### src/rtl/lpg_pkg.sv
// ---------------------------------------------------------------------------
// lpg_pkg: shared types and constants of the LED pattern generator
// Strip geometry, palette geometry, word layouts and the register map.
// ---------------------------------------------------------------------------
`default_nettype none

package lpg_pkg;

  // Strip and palette geometry (fixed by the field widths of the words)
  localparam int unsigned StripLength = 64;
  localparam int unsigned PosW        = 6;
  localparam int unsigned PaletteSize = 16;
  localparam int unsigned PalIdxW     = 4;
  localparam int unsigned CountW      = 5;
  localparam int unsigned RepeatW     = 16;
  localparam int unsigned StepW       = 16;
  localparam int unsigned ChanW       = 8;
  localparam int unsigned ColorW      = 3 * ChanW;

  // Stream word widths
  localparam int unsigned InDataW  = 64;
  localparam int unsigned OutDataW = 32;

  // Configuration port
  localparam int unsigned CfgAddrW = 2;
  localparam int unsigned CfgDataW = 8;

  localparam logic [CountW-1:0] ColorCountReset = CountW'(1);
  localparam logic [ChanW-1:0]  IntensityReset  = '1;

  typedef enum logic {
    OP_PALETTE_WRITE = 1'b0,
    OP_PIXEL         = 1'b1
  } op_e;

  typedef enum logic [CfgAddrW-1:0] {
    CFG_COLOR_COUNT = 2'd0,
    CFG_CYCLIC_MODE = 2'd1,
    CFG_LEFT_START  = 2'd2,
    CFG_INTENSITY   = 2'd3
  } cfg_reg_e;

  typedef struct packed {
    logic [CountW-1:0] color_count;
    logic              cyclic_mode;
    logic              left_start;
    logic [ChanW-1:0]  intensity;
  } cfg_t;

  // Accepted input word, held in the input stage
  typedef struct packed {
    op_e                operation;
    logic [PalIdxW-1:0] entry_index;
    logic [ColorW-1:0]  color;      // red in the top byte
    logic [RepeatW-1:0] repeat_count;
    logic               frame_start;
    logic [StepW-1:0]   step;
  } item_t;

  // Per-pixel status from the sequencer
  typedef struct packed {
    logic [PosW-1:0] strip_pos;
    logic            lit;
    logic            last_pixel;
  } px_t;

endpackage

`default_nettype wire

### src/rtl/lpg_palette.sv
// ---------------------------------------------------------------------------
// lpg_palette: palette color and repeat storage
// One write port from palette write words, one combinational read port
// addressed by the current color index. Entries are undefined until written.
// ---------------------------------------------------------------------------
`default_nettype none

module lpg_palette (
  input  wire logic                         clk_i,
  input  wire logic                         we_i,
  input  wire logic [lpg_pkg::PalIdxW-1:0]  waddr_i,
  input  wire logic [lpg_pkg::ColorW-1:0]   wcolor_i,
  input  wire logic [lpg_pkg::RepeatW-1:0]  wrepeat_i,
  input  wire logic [lpg_pkg::PalIdxW-1:0]  raddr_i,
  output logic      [lpg_pkg::ColorW-1:0]   rcolor_o,
  output logic      [lpg_pkg::RepeatW-1:0]  rrepeat_o
);

  logic [lpg_pkg::ColorW-1:0]  color_q  [lpg_pkg::PaletteSize];
  logic [lpg_pkg::RepeatW-1:0] repeat_q [lpg_pkg::PaletteSize];

  // Load one entry; the index field covers exactly the palette
  always_ff @(posedge clk_i) begin
    if (we_i) begin
      color_q[waddr_i]  <= wcolor_i;
      repeat_q[waddr_i] <= wrepeat_i;
    end
  end

  assign rcolor_o  = color_q[raddr_i];
  assign rrepeat_o = repeat_q[raddr_i];

endmodule

`default_nettype wire

### src/rtl/lpg_sequencer.sv
// ---------------------------------------------------------------------------
// lpg_sequencer: frame position and palette walk
// Holds position, color index, repeat progress, pixel count and the latched
// step; decides lit/unlit and the last-pixel flag for the current request.
// ---------------------------------------------------------------------------
`default_nettype none

module lpg_sequencer (
  input  wire logic                         clk_i,
  input  wire logic                         rst_ni,
  input  wire logic                         advance_i,
  input  wire logic                         frame_start_i,
  input  wire logic [lpg_pkg::StepW-1:0]    step_i,
  input  wire lpg_pkg::cfg_t                cfg_i,
  input  wire logic [lpg_pkg::RepeatW-1:0]  repeat_i,
  output logic      [lpg_pkg::PalIdxW-1:0]  run_idx_o,
  output lpg_pkg::px_t                      px_o
);

  localparam logic [lpg_pkg::PosW-1:0] LastPos = lpg_pkg::PosW'(lpg_pkg::StripLength - 1);
  localparam logic [lpg_pkg::CountW-1:0] MaxCount = lpg_pkg::CountW'(lpg_pkg::PaletteSize);

  logic [lpg_pkg::PosW-1:0]    position_q, position_d;
  logic [lpg_pkg::PalIdxW-1:0] run_idx_q, run_idx_d;
  logic [lpg_pkg::RepeatW-1:0] progress_q, progress_d;
  logic [lpg_pkg::PosW-1:0]    done_q, done_d;
  logic [lpg_pkg::PosW-1:0]    step_q, step_d;

  logic [lpg_pkg::PosW-1:0]    step_clamped;
  logic [lpg_pkg::PosW-1:0]    cur_pos;
  logic [lpg_pkg::PalIdxW-1:0] cur_ci;
  logic [lpg_pkg::RepeatW-1:0] cur_progress;
  logic [lpg_pkg::PosW-1:0]    cur_done;
  logic [lpg_pkg::CountW-1:0]  used_colors;
  logic [lpg_pkg::PosW-1:0]    far_dist;

  // Clamp an out-of-range step to zero at frame start
  assign step_clamped = (step_i > lpg_pkg::StepW'(lpg_pkg::StripLength - 1))
                      ? '0 : step_i[lpg_pkg::PosW-1:0];

  // Frame start restarts the walk on this very pixel
  always_comb begin
    if (frame_start_i) begin
      step_d       = step_clamped;
      cur_pos      = step_clamped;
      cur_ci       = '0;
      cur_progress = '0;
      cur_done     = '0;
    end else begin
      step_d       = step_q;
      cur_pos      = position_q;
      cur_ci       = run_idx_q;
      cur_progress = progress_q;
      cur_done     = done_q;
    end
  end

  // Usable color count: zero acts as one, cap at the palette size
  always_comb begin
    if (cfg_i.color_count == '0) begin
      used_colors = lpg_pkg::CountW'(1);
    end else if (cfg_i.color_count > MaxCount) begin
      used_colors = MaxCount;
    end else begin
      used_colors = cfg_i.color_count;
    end
  end

  // Advance the walk
  always_comb begin
    if (cur_progress >= repeat_i) begin
      run_idx_d  = (lpg_pkg::CountW'(cur_ci) < used_colors - lpg_pkg::CountW'(1))
                 ? cur_ci + lpg_pkg::PalIdxW'(1) : '0;
      progress_d = '0;
    end else begin
      run_idx_d  = cur_ci;
      progress_d = cur_progress + lpg_pkg::RepeatW'(1);
    end
    position_d = (cur_pos < LastPos) ? cur_pos + lpg_pkg::PosW'(1) : '0;
    done_d     = (cur_done < LastPos) ? cur_done + lpg_pkg::PosW'(1) : '0;
  end

  // Distance of the pixel from the far end
  assign far_dist = LastPos - cur_pos;

  assign run_idx_o       = cur_ci;
  assign px_o.strip_pos  = cur_pos;
  assign px_o.last_pixel = (cur_done == LastPos);
  assign px_o.lit        = cfg_i.cyclic_mode
                         || (cfg_i.left_start && (far_dist > step_d))
                         || (!cfg_i.left_start && (cur_pos > step_d));

  always_ff @(posedge clk_i or negedge rst_ni) begin
    if (!rst_ni) begin
      position_q <= '0;
      run_idx_q  <= '0;
      progress_q <= '0;
      done_q     <= '0;
      step_q     <= '0;
    end else if (advance_i) begin
      position_q <= position_d;
      run_idx_q  <= run_idx_d;
      progress_q <= progress_d;
      done_q     <= done_d;
      step_q     <= step_d;
    end
  end

endmodule

`default_nettype wire

### src/rtl/lpg_scale.sv
// ---------------------------------------------------------------------------
// lpg_scale: brightness scaling of one color channel
// Computes floor(chan * intensity / 255) with an exact reciprocal form.
// ---------------------------------------------------------------------------
`default_nettype none

module lpg_scale (
  input  wire logic [lpg_pkg::ChanW-1:0] chan_i,
  input  wire logic [lpg_pkg::ChanW-1:0] intensity_i,
  output logic      [lpg_pkg::ChanW-1:0] chan_o
);

  localparam int unsigned ProdW = 2 * lpg_pkg::ChanW;

  logic [ProdW-1:0] prod;
  logic [ProdW:0]   sum;

  // x / 255 == (x + 1 + (x >> 8)) >> 8 for every x up to 255 * 255
  assign prod   = ProdW'(chan_i) * ProdW'(intensity_i);
  assign sum    = (ProdW+1)'(prod) + (ProdW+1)'(1)
                + (ProdW+1)'(prod >> lpg_pkg::ChanW);
  assign chan_o = sum[lpg_pkg::ChanW +: lpg_pkg::ChanW];

endmodule

`default_nettype wire

### src/rtl/led_pattern_generator_core.sv
// ---------------------------------------------------------------------------
// led_pattern_generator_core: palette-driven LED strip frame generator
// Palette write words load a color and repeat count; pixel request words
// return one scaled pixel color each, with tlast on the frame's last pixel.
// ---------------------------------------------------------------------------
//  channel  direction  contents
//  s_axis   in         tuser: operation; tdata: palette entry or pixel request
//  m_axis   out        tdata: pixel index and RGB; tlast: last pixel of frame
//  cfg      in         color count, cyclic mode, left start, intensity
//
//  One word per cycle in and out while m_axis is not stalled; a pixel request
//  passes the input stage, then the result register, before it shows on m_axis.
//  The palette read, walk update and channel multiply sit between the input
//  stage and the result register.
//  A stalled result holds in the output register; the input stage then takes
//  one more pixel word and holds it, while palette writes that reach the input
//  stage before it keep passing through without waiting on m_axis.
//  Reset clears the walk state and valid flags and loads the configuration
//  reset values; the palette is undefined until written.
// ---------------------------------------------------------------------------
`default_nettype none

module led_pattern_generator_core (
  input  wire logic                           clk_i,
  input  wire logic                           rst_ni,
  // Input stream
  input  wire logic                           s_axis_tvalid_i,
  output logic                                s_axis_tready_o,
  // tdata: entry_index[3:0], red_in[11:4], green_in[19:12], blue_in[27:20],
  //        repeat_count[43:28], frame_start[44], step[60:45], zero[63:61]
  input  wire logic [lpg_pkg::InDataW-1:0]    s_axis_tdata_i,
  // tuser: operation[0]
  input  wire logic                           s_axis_tuser_i,
  // Output stream
  output logic                                m_axis_tvalid_o,
  input  wire logic                           m_axis_tready_i,
  // tdata: pixel_index[5:0], red_out[13:6], green_out[21:14],
  //        blue_out[29:22], zero[31:30]
  output logic      [lpg_pkg::OutDataW-1:0]   m_axis_tdata_o,
  output logic                                m_axis_tlast_o,
  // Configuration writes
  input  wire logic                           cfg_we_i,
  input  wire logic [lpg_pkg::CfgAddrW-1:0]   cfg_addr_i,
  input  wire logic [lpg_pkg::CfgDataW-1:0]   cfg_wdata_i
);

  lpg_pkg::cfg_t  cfg_q;
  lpg_pkg::item_t in_q, in_d;
  logic           in_valid_q;
  logic           advance;
  logic           adv_pixel;
  logic           adv_write;

  logic [lpg_pkg::PalIdxW-1:0] rd_idx;
  logic [lpg_pkg::ColorW-1:0]  rd_color;
  logic [lpg_pkg::RepeatW-1:0] rd_repeat;
  lpg_pkg::px_t                px;
  logic [lpg_pkg::ChanW-1:0]   red_s, green_s, blue_s;

  logic                        out_valid_q, out_valid_d;
  logic [lpg_pkg::PosW-1:0]    out_index_q;
  logic [lpg_pkg::ChanW-1:0]   out_red_q, out_green_q, out_blue_q;
  logic                        out_last_q;

  // Configuration register writes
  always_ff @(posedge clk_i or negedge rst_ni) begin
    if (!rst_ni) begin
      cfg_q.color_count <= lpg_pkg::ColorCountReset;
      cfg_q.cyclic_mode <= 1'b0;
      cfg_q.left_start  <= 1'b0;
      cfg_q.intensity   <= lpg_pkg::IntensityReset;
    end else if (cfg_we_i) begin
      unique case (lpg_pkg::cfg_reg_e'(cfg_addr_i))
        lpg_pkg::CFG_COLOR_COUNT: cfg_q.color_count <= cfg_wdata_i[lpg_pkg::CountW-1:0];
        lpg_pkg::CFG_CYCLIC_MODE: cfg_q.cyclic_mode <= cfg_wdata_i[0];
        lpg_pkg::CFG_LEFT_START:  cfg_q.left_start  <= cfg_wdata_i[0];
        lpg_pkg::CFG_INTENSITY:   cfg_q.intensity   <= cfg_wdata_i;
        default: ;
      endcase
    end
  end

  // Unpack the incoming word
  always_comb begin
    in_d.operation    = lpg_pkg::op_e'(s_axis_tuser_i);
    in_d.entry_index  = s_axis_tdata_i[3:0];
    in_d.color        = {s_axis_tdata_i[11:4], s_axis_tdata_i[19:12], s_axis_tdata_i[27:20]};
    in_d.repeat_count = s_axis_tdata_i[43:28];
    in_d.frame_start  = s_axis_tdata_i[44];
    in_d.step         = s_axis_tdata_i[60:45];
  end

  // Stage advance: writes always go, pixels need room in the result register
  assign adv_write = in_valid_q && (in_q.operation == lpg_pkg::OP_PALETTE_WRITE);
  assign adv_pixel = in_valid_q && (in_q.operation == lpg_pkg::OP_PIXEL)
                  && (!out_valid_q || m_axis_tready_i);
  assign advance   = adv_write || adv_pixel;
  assign s_axis_tready_o = !in_valid_q || advance;

  // Input stage
  always_ff @(posedge clk_i or negedge rst_ni) begin
    if (!rst_ni) begin
      in_valid_q <= 1'b0;
    end else if (s_axis_tready_o) begin
      in_valid_q <= s_axis_tvalid_i;
    end
  end

  always_ff @(posedge clk_i) begin
    if (s_axis_tready_o && s_axis_tvalid_i) begin
      in_q <= in_d;
    end
  end

  lpg_palette u_palette (
    .clk_i     (clk_i),
    .we_i      (adv_write),
    .waddr_i   (in_q.entry_index),
    .wcolor_i  (in_q.color),
    .wrepeat_i (in_q.repeat_count),
    .raddr_i   (rd_idx),
    .rcolor_o  (rd_color),
    .rrepeat_o (rd_repeat)
  );

  lpg_sequencer u_sequencer (
    .clk_i         (clk_i),
    .rst_ni        (rst_ni),
    .advance_i     (adv_pixel),
    .frame_start_i (in_q.frame_start),
    .step_i        (in_q.step),
    .cfg_i         (cfg_q),
    .repeat_i      (rd_repeat),
    .run_idx_o     (rd_idx),
    .px_o          (px)
  );

  lpg_scale u_scale_red (
    .chan_i      (rd_color[2*lpg_pkg::ChanW +: lpg_pkg::ChanW]),
    .intensity_i (cfg_q.intensity),
    .chan_o      (red_s)
  );

  lpg_scale u_scale_green (
    .chan_i      (rd_color[lpg_pkg::ChanW +: lpg_pkg::ChanW]),
    .intensity_i (cfg_q.intensity),
    .chan_o      (green_s)
  );

  lpg_scale u_scale_blue (
    .chan_i      (rd_color[0 +: lpg_pkg::ChanW]),
    .intensity_i (cfg_q.intensity),
    .chan_o      (blue_s)
  );

  // Result register: load on a pixel advance, drop when taken
  always_comb begin
    if (adv_pixel) begin
      out_valid_d = 1'b1;
    end else if (m_axis_tready_i) begin
      out_valid_d = 1'b0;
    end else begin
      out_valid_d = out_valid_q;
    end
  end

  always_ff @(posedge clk_i or negedge rst_ni) begin
    if (!rst_ni) begin
      out_valid_q <= 1'b0;
    end else begin
      out_valid_q <= out_valid_d;
    end
  end

  always_ff @(posedge clk_i) begin
    if (adv_pixel) begin
      out_index_q <= px.strip_pos;
      out_red_q   <= px.lit ? red_s   : '0;
      out_green_q <= px.lit ? green_s : '0;
      out_blue_q  <= px.lit ? blue_s  : '0;
      out_last_q  <= px.last_pixel;
    end
  end

  assign m_axis_tvalid_o = out_valid_q;
  assign m_axis_tlast_o  = out_last_q;
  assign m_axis_tdata_o  = {2'b00, out_blue_q, out_green_q, out_red_q, out_index_q};

  // A pending pixel must not be overwritten while the result is stalled
  assert property (@(posedge clk_i) disable iff (!rst_ni)
    (out_valid_q && !m_axis_tready_i && in_valid_q
     && (in_q.operation == lpg_pkg::OP_PIXEL)) |-> !s_axis_tready_o)
    else $error("input stage released while result register is stalled");

  // Palette writes never produce a result
  assert property (@(posedge clk_i) disable iff (!rst_ni)
    (adv_write && !out_valid_q) |=> !out_valid_q)
    else $error("palette write produced a result");

  // A stalled result keeps its value
  assert property (@(posedge clk_i) disable iff (!rst_ni)
    (out_valid_q && !m_axis_tready_i) |=> $stable(m_axis_tdata_o) && out_valid_q)
    else $error("stalled result changed");

endmodule

`default_nettype wire

### config.mk
export PLATFORM = sky130hd
export DESIGN_NAME = led_pattern_generator_core
export DESIGN_NICKNAME = d
export VERILOG_FILES = /design/src/rtl/lpg_pkg.sv /design/src/rtl/lpg_palette.sv /design/src/rtl/lpg_sequencer.sv /design/src/rtl/lpg_scale.sv /design/src/rtl/led_pattern_generator_core.sv
export SDC_FILE = /design/constraint.sdc
export NUM_CORES = 1
export LEC_CHECK = 0
export BUFFER_PORTS_ARGS = -buffer_cell sky130_fd_sc_hd__buf_2
export CAP_MARGIN = 5
export CORE_UTILIZATION = 65
export DETAILED_ROUTE_END_ITERATION = 10
export PLACE_DENSITY = 0.85
export SETUP_SLACK_MARGIN = 0.02
export SKIP_CTS_REPAIR_TIMING = 1
export SLEW_MARGIN = 20
export SYNTH_ARGS = -nofsm -noshare
export SYNTH_HDL_FRONTEND = slang
export SYNTH_SLANG_ARGS = --single-unit
### constraint.sdc
create_clock -name clk_i -period 13.4 [get_ports clk_i]
set_input_delay 0.67 -clock clk_i [delete_from_list [all_inputs] [get_ports clk_i]]
set_output_delay 0.67 -clock clk_i [all_outputs]
set_load 0.1 [all_outputs]
Word-level counts from Yosys, hierarchy flattened. Memories as Yosys holds them, arrays and structs flattened. Cells that the tools add are included.

Register bits: 148. Bits in writable memories: 640. Bits of input ports: 80. Output and inout bits: 35. Logic and storage cells: 90. Memories kept: 2.

Memories: u_palette.color_q (words 16, width 24, read ports 1, clocked after memory_dff 0, wr ports 1, RTL line lpg_palette.sv:19) `logic [lpg_pkg::ColorW-1:0] color_q [lpg_pkg::PaletteSize];`; u_palette.repeat_q (words 16, width 16, read ports 1, clocked after memory_dff 0, wr ports 1, RTL line lpg_palette.sv:20) `logic [lpg_pkg::RepeatW-1:0] repeat_q [lpg_pkg::PaletteSize];`.

$add $sub $neg: 12. Multiply operators: 3. $lt $le $gt $ge: 8. Equality and inequality tests: 4. Muxes and demuxes: 17. Bitwise gates (word level): 1. Reduce and logical (&&, ||, !) cells: 21.

Operator list (count): $add 16x1->16 const B (4); $add 16x8->16 (3); $mul 8x8->16 (3); $mux 6 (6); $mux 16 (2); $ge 16x16->1 (1); $gt 16x6->1 const B (1); $add 6x1->6 const B (2); $gt 6x6->1 (2); $lt 6x6->1 const B (2); $mux 4 (3); $mux 5 (2); $reduce_and 2->1 (4); $eq 6x6->1 const B (1); $logic_and 1x1->1 (6); $sub 6x6->6 const A (1); $gt 5x5->1 const B (1); $logic_not 5->1 (1); $logic_or 1x1->1 (5); $lt 4x5->1 (1); $sub 5x1->5 const B (1); $add 4x1->4 const B (1); $eq 2x2->1 const B (2); $mux 1 (4); other kinds (5) (7).

Logic depth before layout (Yosys ltp).
Word-level depth: 8. Gate-level depth with buffers: 35. Depth with buffers taken out: 32.

Cells and area by module. From an unflattened synthesis, not the netlist that was laid out.

Cells, all modules: 2455. Area total of the unflattened synthesis: 38867.3 µm².

By module, submodules not included: lpg_palette (times used 1, cells each 1000, area an instance 24330.8 µm², seq. area each 19218.4 µm²); lpg_scale (u_scale_green ...) (times used 2, cells each 298, area an instance 2568.7 µm², seq. area each 0.0 µm²); led_pattern_generator_core (times used 1, cells each 167, area an instance 3667.3 µm², seq. area each 3229.3 µm²); lpg_sequencer (times used 1, cells each 392, area an instance 3216.8 µm², seq. area each 950.9 µm²); lpg_scale (u_scale_blue) (times used 1, cells each 300, area an instance 2514.9 µm², seq. area each 0.0 µm²).

Worst setup path before layout. Ideal clock, no wire load.

Kind: flip-flop to flip-flop. Start: register in_q[16] (netlist name). End: register out_blue_q[2] (netlist name) (data pin). Setup time: 0.270 ns. Data arrival time: 7.585 ns. Required time: 13.130 ns. Path slack: 5.545 ns. Stages on the path, launching flop included: 36. Buffers on the path: 4. Clock period less this slack: 7.855 ns. Cells stage by stage: edfxtp_1 > nand2b_1 > buf_2 > inv_2 > buf_1 > mux2i_1 > a221oi_1 > nor3_1 > a31oi_1 > and2_1 > fa_1 > inv_1 > fa_1 > inv_1 > fa_1 > inv_1 > fa_1 > inv_1 > ha_1 > buf_6 > a21o_1 > a21o_1 > a22o_4 > o31ai_4 > xnor2_1 > inv_1 > ha_1 > buf_1 > nand2_1 > mux2i_1 > a2111oi_0 > o31a_1 > o211ai_1 > a41oi_1 > or3_1 > a21oi_1.

Longest elaborated chain between the ends: 6. Elaborated cells on any way between the ends: 14. Those cells by class: 3 x add/sub; 1 x mul; 2 x order compare; 3 x mux; 4 x reduce/logical; 1 x memory.

RTL lines: start, declared (RTL line led_pattern_generator_core.sv:48) `lpg_pkg::item_t in_q, in_d;`; start signal, assigned (RTL line led_pattern_generator_core.sv:111) `in_q <= in_d;`; parallel branches: the longest is 6 deep, another holds $mem_v2 16x24; end signal, assigned (RTL line led_pattern_generator_core.sv:180) `out_blue_q <= px.lit ? blue_s : '0;`; end, declared (RTL line led_pattern_generator_core.sv:62) `logic [lpg_pkg::ChanW-1:0] out_red_q, out_green_q, out_blue_q;`.

Several ways; the timed one is not identified. A chain may end at the register's enable or synchronous reset.

Worst setup path in the final report.
Start: register u_sequencer.run_idx_q[0] (netlist name). End: register out_blue_q[2] (netlist name) (data pin).

Longest elaborated chain between the ends: 5.

RTL lines: start, declared (RTL line lpg_sequencer.sv:24) `logic [lpg_pkg::PalIdxW-1:0] run_idx_q, run_idx_d;`; start signal, assigned (RTL line lpg_sequencer.sv:102) `run_idx_q <= run_idx_d;`; $mux 4 * (RTL line lpg_sequencer.sv:43) `if (frame_start_i) begin`; $mem_v2 16x24 *; $mul 8x8->16 * (RTL line lpg_scale.sv:19) `assign prod = ProdW'(chan_i) * ProdW'(intensity_i);`; $add 16x1->16 (RTL line lpg_scale.sv:20) `assign sum = (ProdW+1)'(prod) + (ProdW+1)'(1)`; $add 16x8->16 * (RTL line lpg_scale.sv:21) `+ (ProdW+1)'(prod >> lpg_pkg::ChanW);`.

Mark *: on every way between the ends. The rest lies on a longest branch, timed or not.

==> results.cfg <==
[status]
status = finished with violations
violations = DRC

[critical_path]
criticalPathCategory = reg -> reg
endpoint_kind = flip-flop
critPathCapture = out_blue_q[2]$_SDFFCE_PN0P_
required_ns = 13.87
cp_slowest_cell = dfrtp_4
r2r_end = out_blue_q[2]$_SDFFCE_PN0P_
arrival_ns = 10.83
startpoint = u_sequencer.run_idx_q[0]$_DFFE_PN0P_
cp_num_buf_inv = 7
rrSetupSlack_ns = 3.04
cp_max_fo = 51
r2r-start = u_sequencer.run_idx_q[0]$_DFFE_PN0P_
r2r_cells = 32
path_delay_family = compound AO/OA/AOI/OAI gates
path_depth = 32
slowest_delay_ns = 0.97
cp-start-kind = flip-flop

[global_routing]
antenna_found_initial = 2
overflow = 0
grt_first_pass_wirelength_microns = 140600
grt_pass1_vias = 25410
grt_max_degree = 63
grt_util_all_layers_pct = 30.57

[die]
die_h_microns = 247.3
core_sq_mm = 0.05924
dieArea_sq_mm = 0.06115
start_util_pct = 66.01
num_rows = 89
dieWidth_microns = 247.3
io_pins = 115

[logic_synthesis]
ys_seq_elements = 788
synth_top_area_share_pct = 56.28
synth_top_area_cell = edfxtp_1
ys_types = 96
synthTopCellsByArea = edfxtp_1 (56%), fa_1 (5.5%), ha_1 (5.2%)
synth_cells = 2865
synth_edf_count = 733
synthArstFlopShare_pct = 6.980
ys.warnings.count = 0
synth_area_sq_mm = 0.03911
ys.flop_type = edfxtp_1
synth_seq_area_share_pct = 59.83
avgSynthCellArea_sq_um = 13.65

[clocking]
cts_tree = done
cts_buffer_depth = 3
clock_sinks = 788
clk_pin_slew_ns = 0.06
clock-root-buffer = clkbuf_16
clk_latency_ns = 0.64
cts_max_level = 3
tritoncts.num_buffers = 79

[drt]
routedWlPerCell_microns = 24.24
dr.pass1.iters = 9
routed_via_density = 6.630
dr_total_vias = 25170
drt_iter0_markers = 2674
ant_nets = 0
wirelength_microns = 92050
drc = 9

[timing]
slew_viol_final = 0
rsz0062_at_grt = no
timing.fmax_mhz = 96.55
hold_viol_final = 0
worst_slack_ns = 3.043
tightestPinTransition_ns = 1.193
tns_ns = 0
relSlewSlack_pct = 20.08
finClkSkew_ns = 0.02905
fin_crit_sh_pct = 77.29
setup_viol = 0
period_needed_ns = 10.36

[placed_design]
post-place-ws_ns = 3.253
gp_congestion = 0.8740
io_buffers = 109
dp_hpwl_microns = 53170

[pwr]
comb_power_share_pct = 42.7
swShare_pct = 38.22
ir_drop_mv = 0.2020
switchingPower_mw = 3.355
p_seq_share_pct = 33.5
power_density_mw_per_mm2 = 204.1
p_int_mw = 5.423
clkPwrFrac_pct = 23.8
p_leak_nw = 15.91

[worst_hold_path]
hp-class = in -> async

[final_layout]
num_antenna_cells = 0
nets = 3311
fillers = 3566
drive_gt1_share_pct = 13.89
area_delta_synth_final_pct = 9.953

[job]
cap_violations = 0
layer usage:
metal / up-vias / routed length (microns) / track usage, %
met5: - / 19 / 0
met4: 2 / 3762 / 14.02
met3: 281 / 8632 / 5.047
met2: 1527 / 45180 / 51.05
met1: 12440 / 34450 / 39.39
li1: 10920 / - / -
sequential cells by signal, indices dropped and copies added (netlist names), 8 cells and up:
register / flops
cfg_q: 15
in_q: 62
out_blue_q: 8
out_green_q: 8
out_red_q: 8
u_palette.color_q: 384
u_palette.repeat_q: 256
u_sequencer.progress_q: 16
power by group through the flow:
stage               sequential, mW  clock (mW)  combinational (mW)
finish                        2.94        2.09                3.75
global route                  2.95        2.20                4.20
CTS                           2.94        2.10                3.71
detailed placement            2.99           0                3.68
global placement              2.98           0                3.48
floorplan                     3.18           0                2.74
metrics by stage:
stage / total power, mW / cell area, sq um / util, % / std cells / hold slack [ns]
2_1_floorplan: 5.915 / 39110 / - / 2866 / 0.3744
3_3_place_gp: 6.455 / 40540 / 68.43 / 3653 / 0.4591
3_5_place_dp: 6.673 / 40540 / 68.43 / 3653 / 0.4685
4_1_cts: 8.753 / 42990 / 72.57 / 3797 / 0.1883
5_1_grt: 9.354 / 43000 / 72.58 / 3797 / 0.2008
6_report: 8.778 / 43000 / 72.58 / 3797 / 0.1806
layout make-up:
cell class	instances	area, sq um	share of cell area [%]
Sequential cell	788	23410	54.44
Tap cell	773	967.2	2.249
Clock inverter	47	366.6	0.8526
Multi-Input combinational cell	1742	14560	33.85
Inverter	197	739.5	1.720
Timing Repair Buffer	153	875.8	2.037
Clock buffer	97	2087	4.853
cell usage after synthesis (28+ instances only):
cell      number
xnor2_1       29
edfxtp_1     733
mux2i_1      170
fa_1         108
nand2b_1      28
mux2_2        79
a221oi_1      42
a21oi_1      135
and2_1       147
inv_1        195
ha_1         162
nor2_1       100
clkbuf_1      91
nor3_1        45
buf_1         29
o21ai_0      140
dfrtp_1       46
nor2b_1       28
a31oi_1       28
nand2_1      123
cell families after synthesis:
group	synth area share, %
simple gates	7.816
flops	59.83
compound gates	10.13
xor+xnor	1.245
other cells	0.009589
fa+ha+maj	10.74
buf+inv	3.315
mux	6.914
layout by cell type (no fill, tap or decap), types with 9 or more instances in the layout:
master,instances
a22oi_1,26
o21a_1,11
inv_1,194
nand2b_1,26
nor2_1,88
nand2_1,121
o21ai_0,139
a2111oi_0,12
mux2_2,79
a221o_1,24
a21o_1,19
mux2i_1,170
ha_1,162
nand3_1,26
buf_4,44
xor2_1,18
a31oi_1,27
clkinv_2,16
and2_1,146
buf_2,109
o31ai_1,10
clkbuf_16,81
and3_1,15
clkinv_1,14
or3_1,19
clkbuf_1,16
nor2b_1,27
a32oi_1,15
nor3_1,40
a221oi_1,42
dfstp_2,9
o22ai_1,26
a21oi_1,135
edfxtp_1,733
xnor2_1,29
dfrtp_1,43
a211oi_1,23
nor2_4,12
fa_1,108
worst min path at each step:
stage,from,endpoint,slack (ns),depth (start not counted)
after floorplan,rst_ni,cfg_q[11]$_DFFE_PN0P_,0.37,0
after global placement,u_sequencer.step_q[0]$_DFFE_PN0P_,u_sequencer.step_q[0]$_DFFE_PN0P_,0.46,2
after detailed placement,u_sequencer.position_q[1]$_DFFE_PN0P_,u_sequencer.position_q[1]$_DFFE_PN0P_,0.47,2
after CTS,rst_ni,u_sequencer.progress_q[5]$_DFFE_PN0P_,0.19,2
after global routing,s_axis_tdata_i[39],in_q[28]$_DFFE_PP_,0.20,1
final,rst_ni,u_sequencer.step_q[2]$_DFFE_PN0P_,0.18,2
Note: power is estimated with default switching activity, not from simulation.
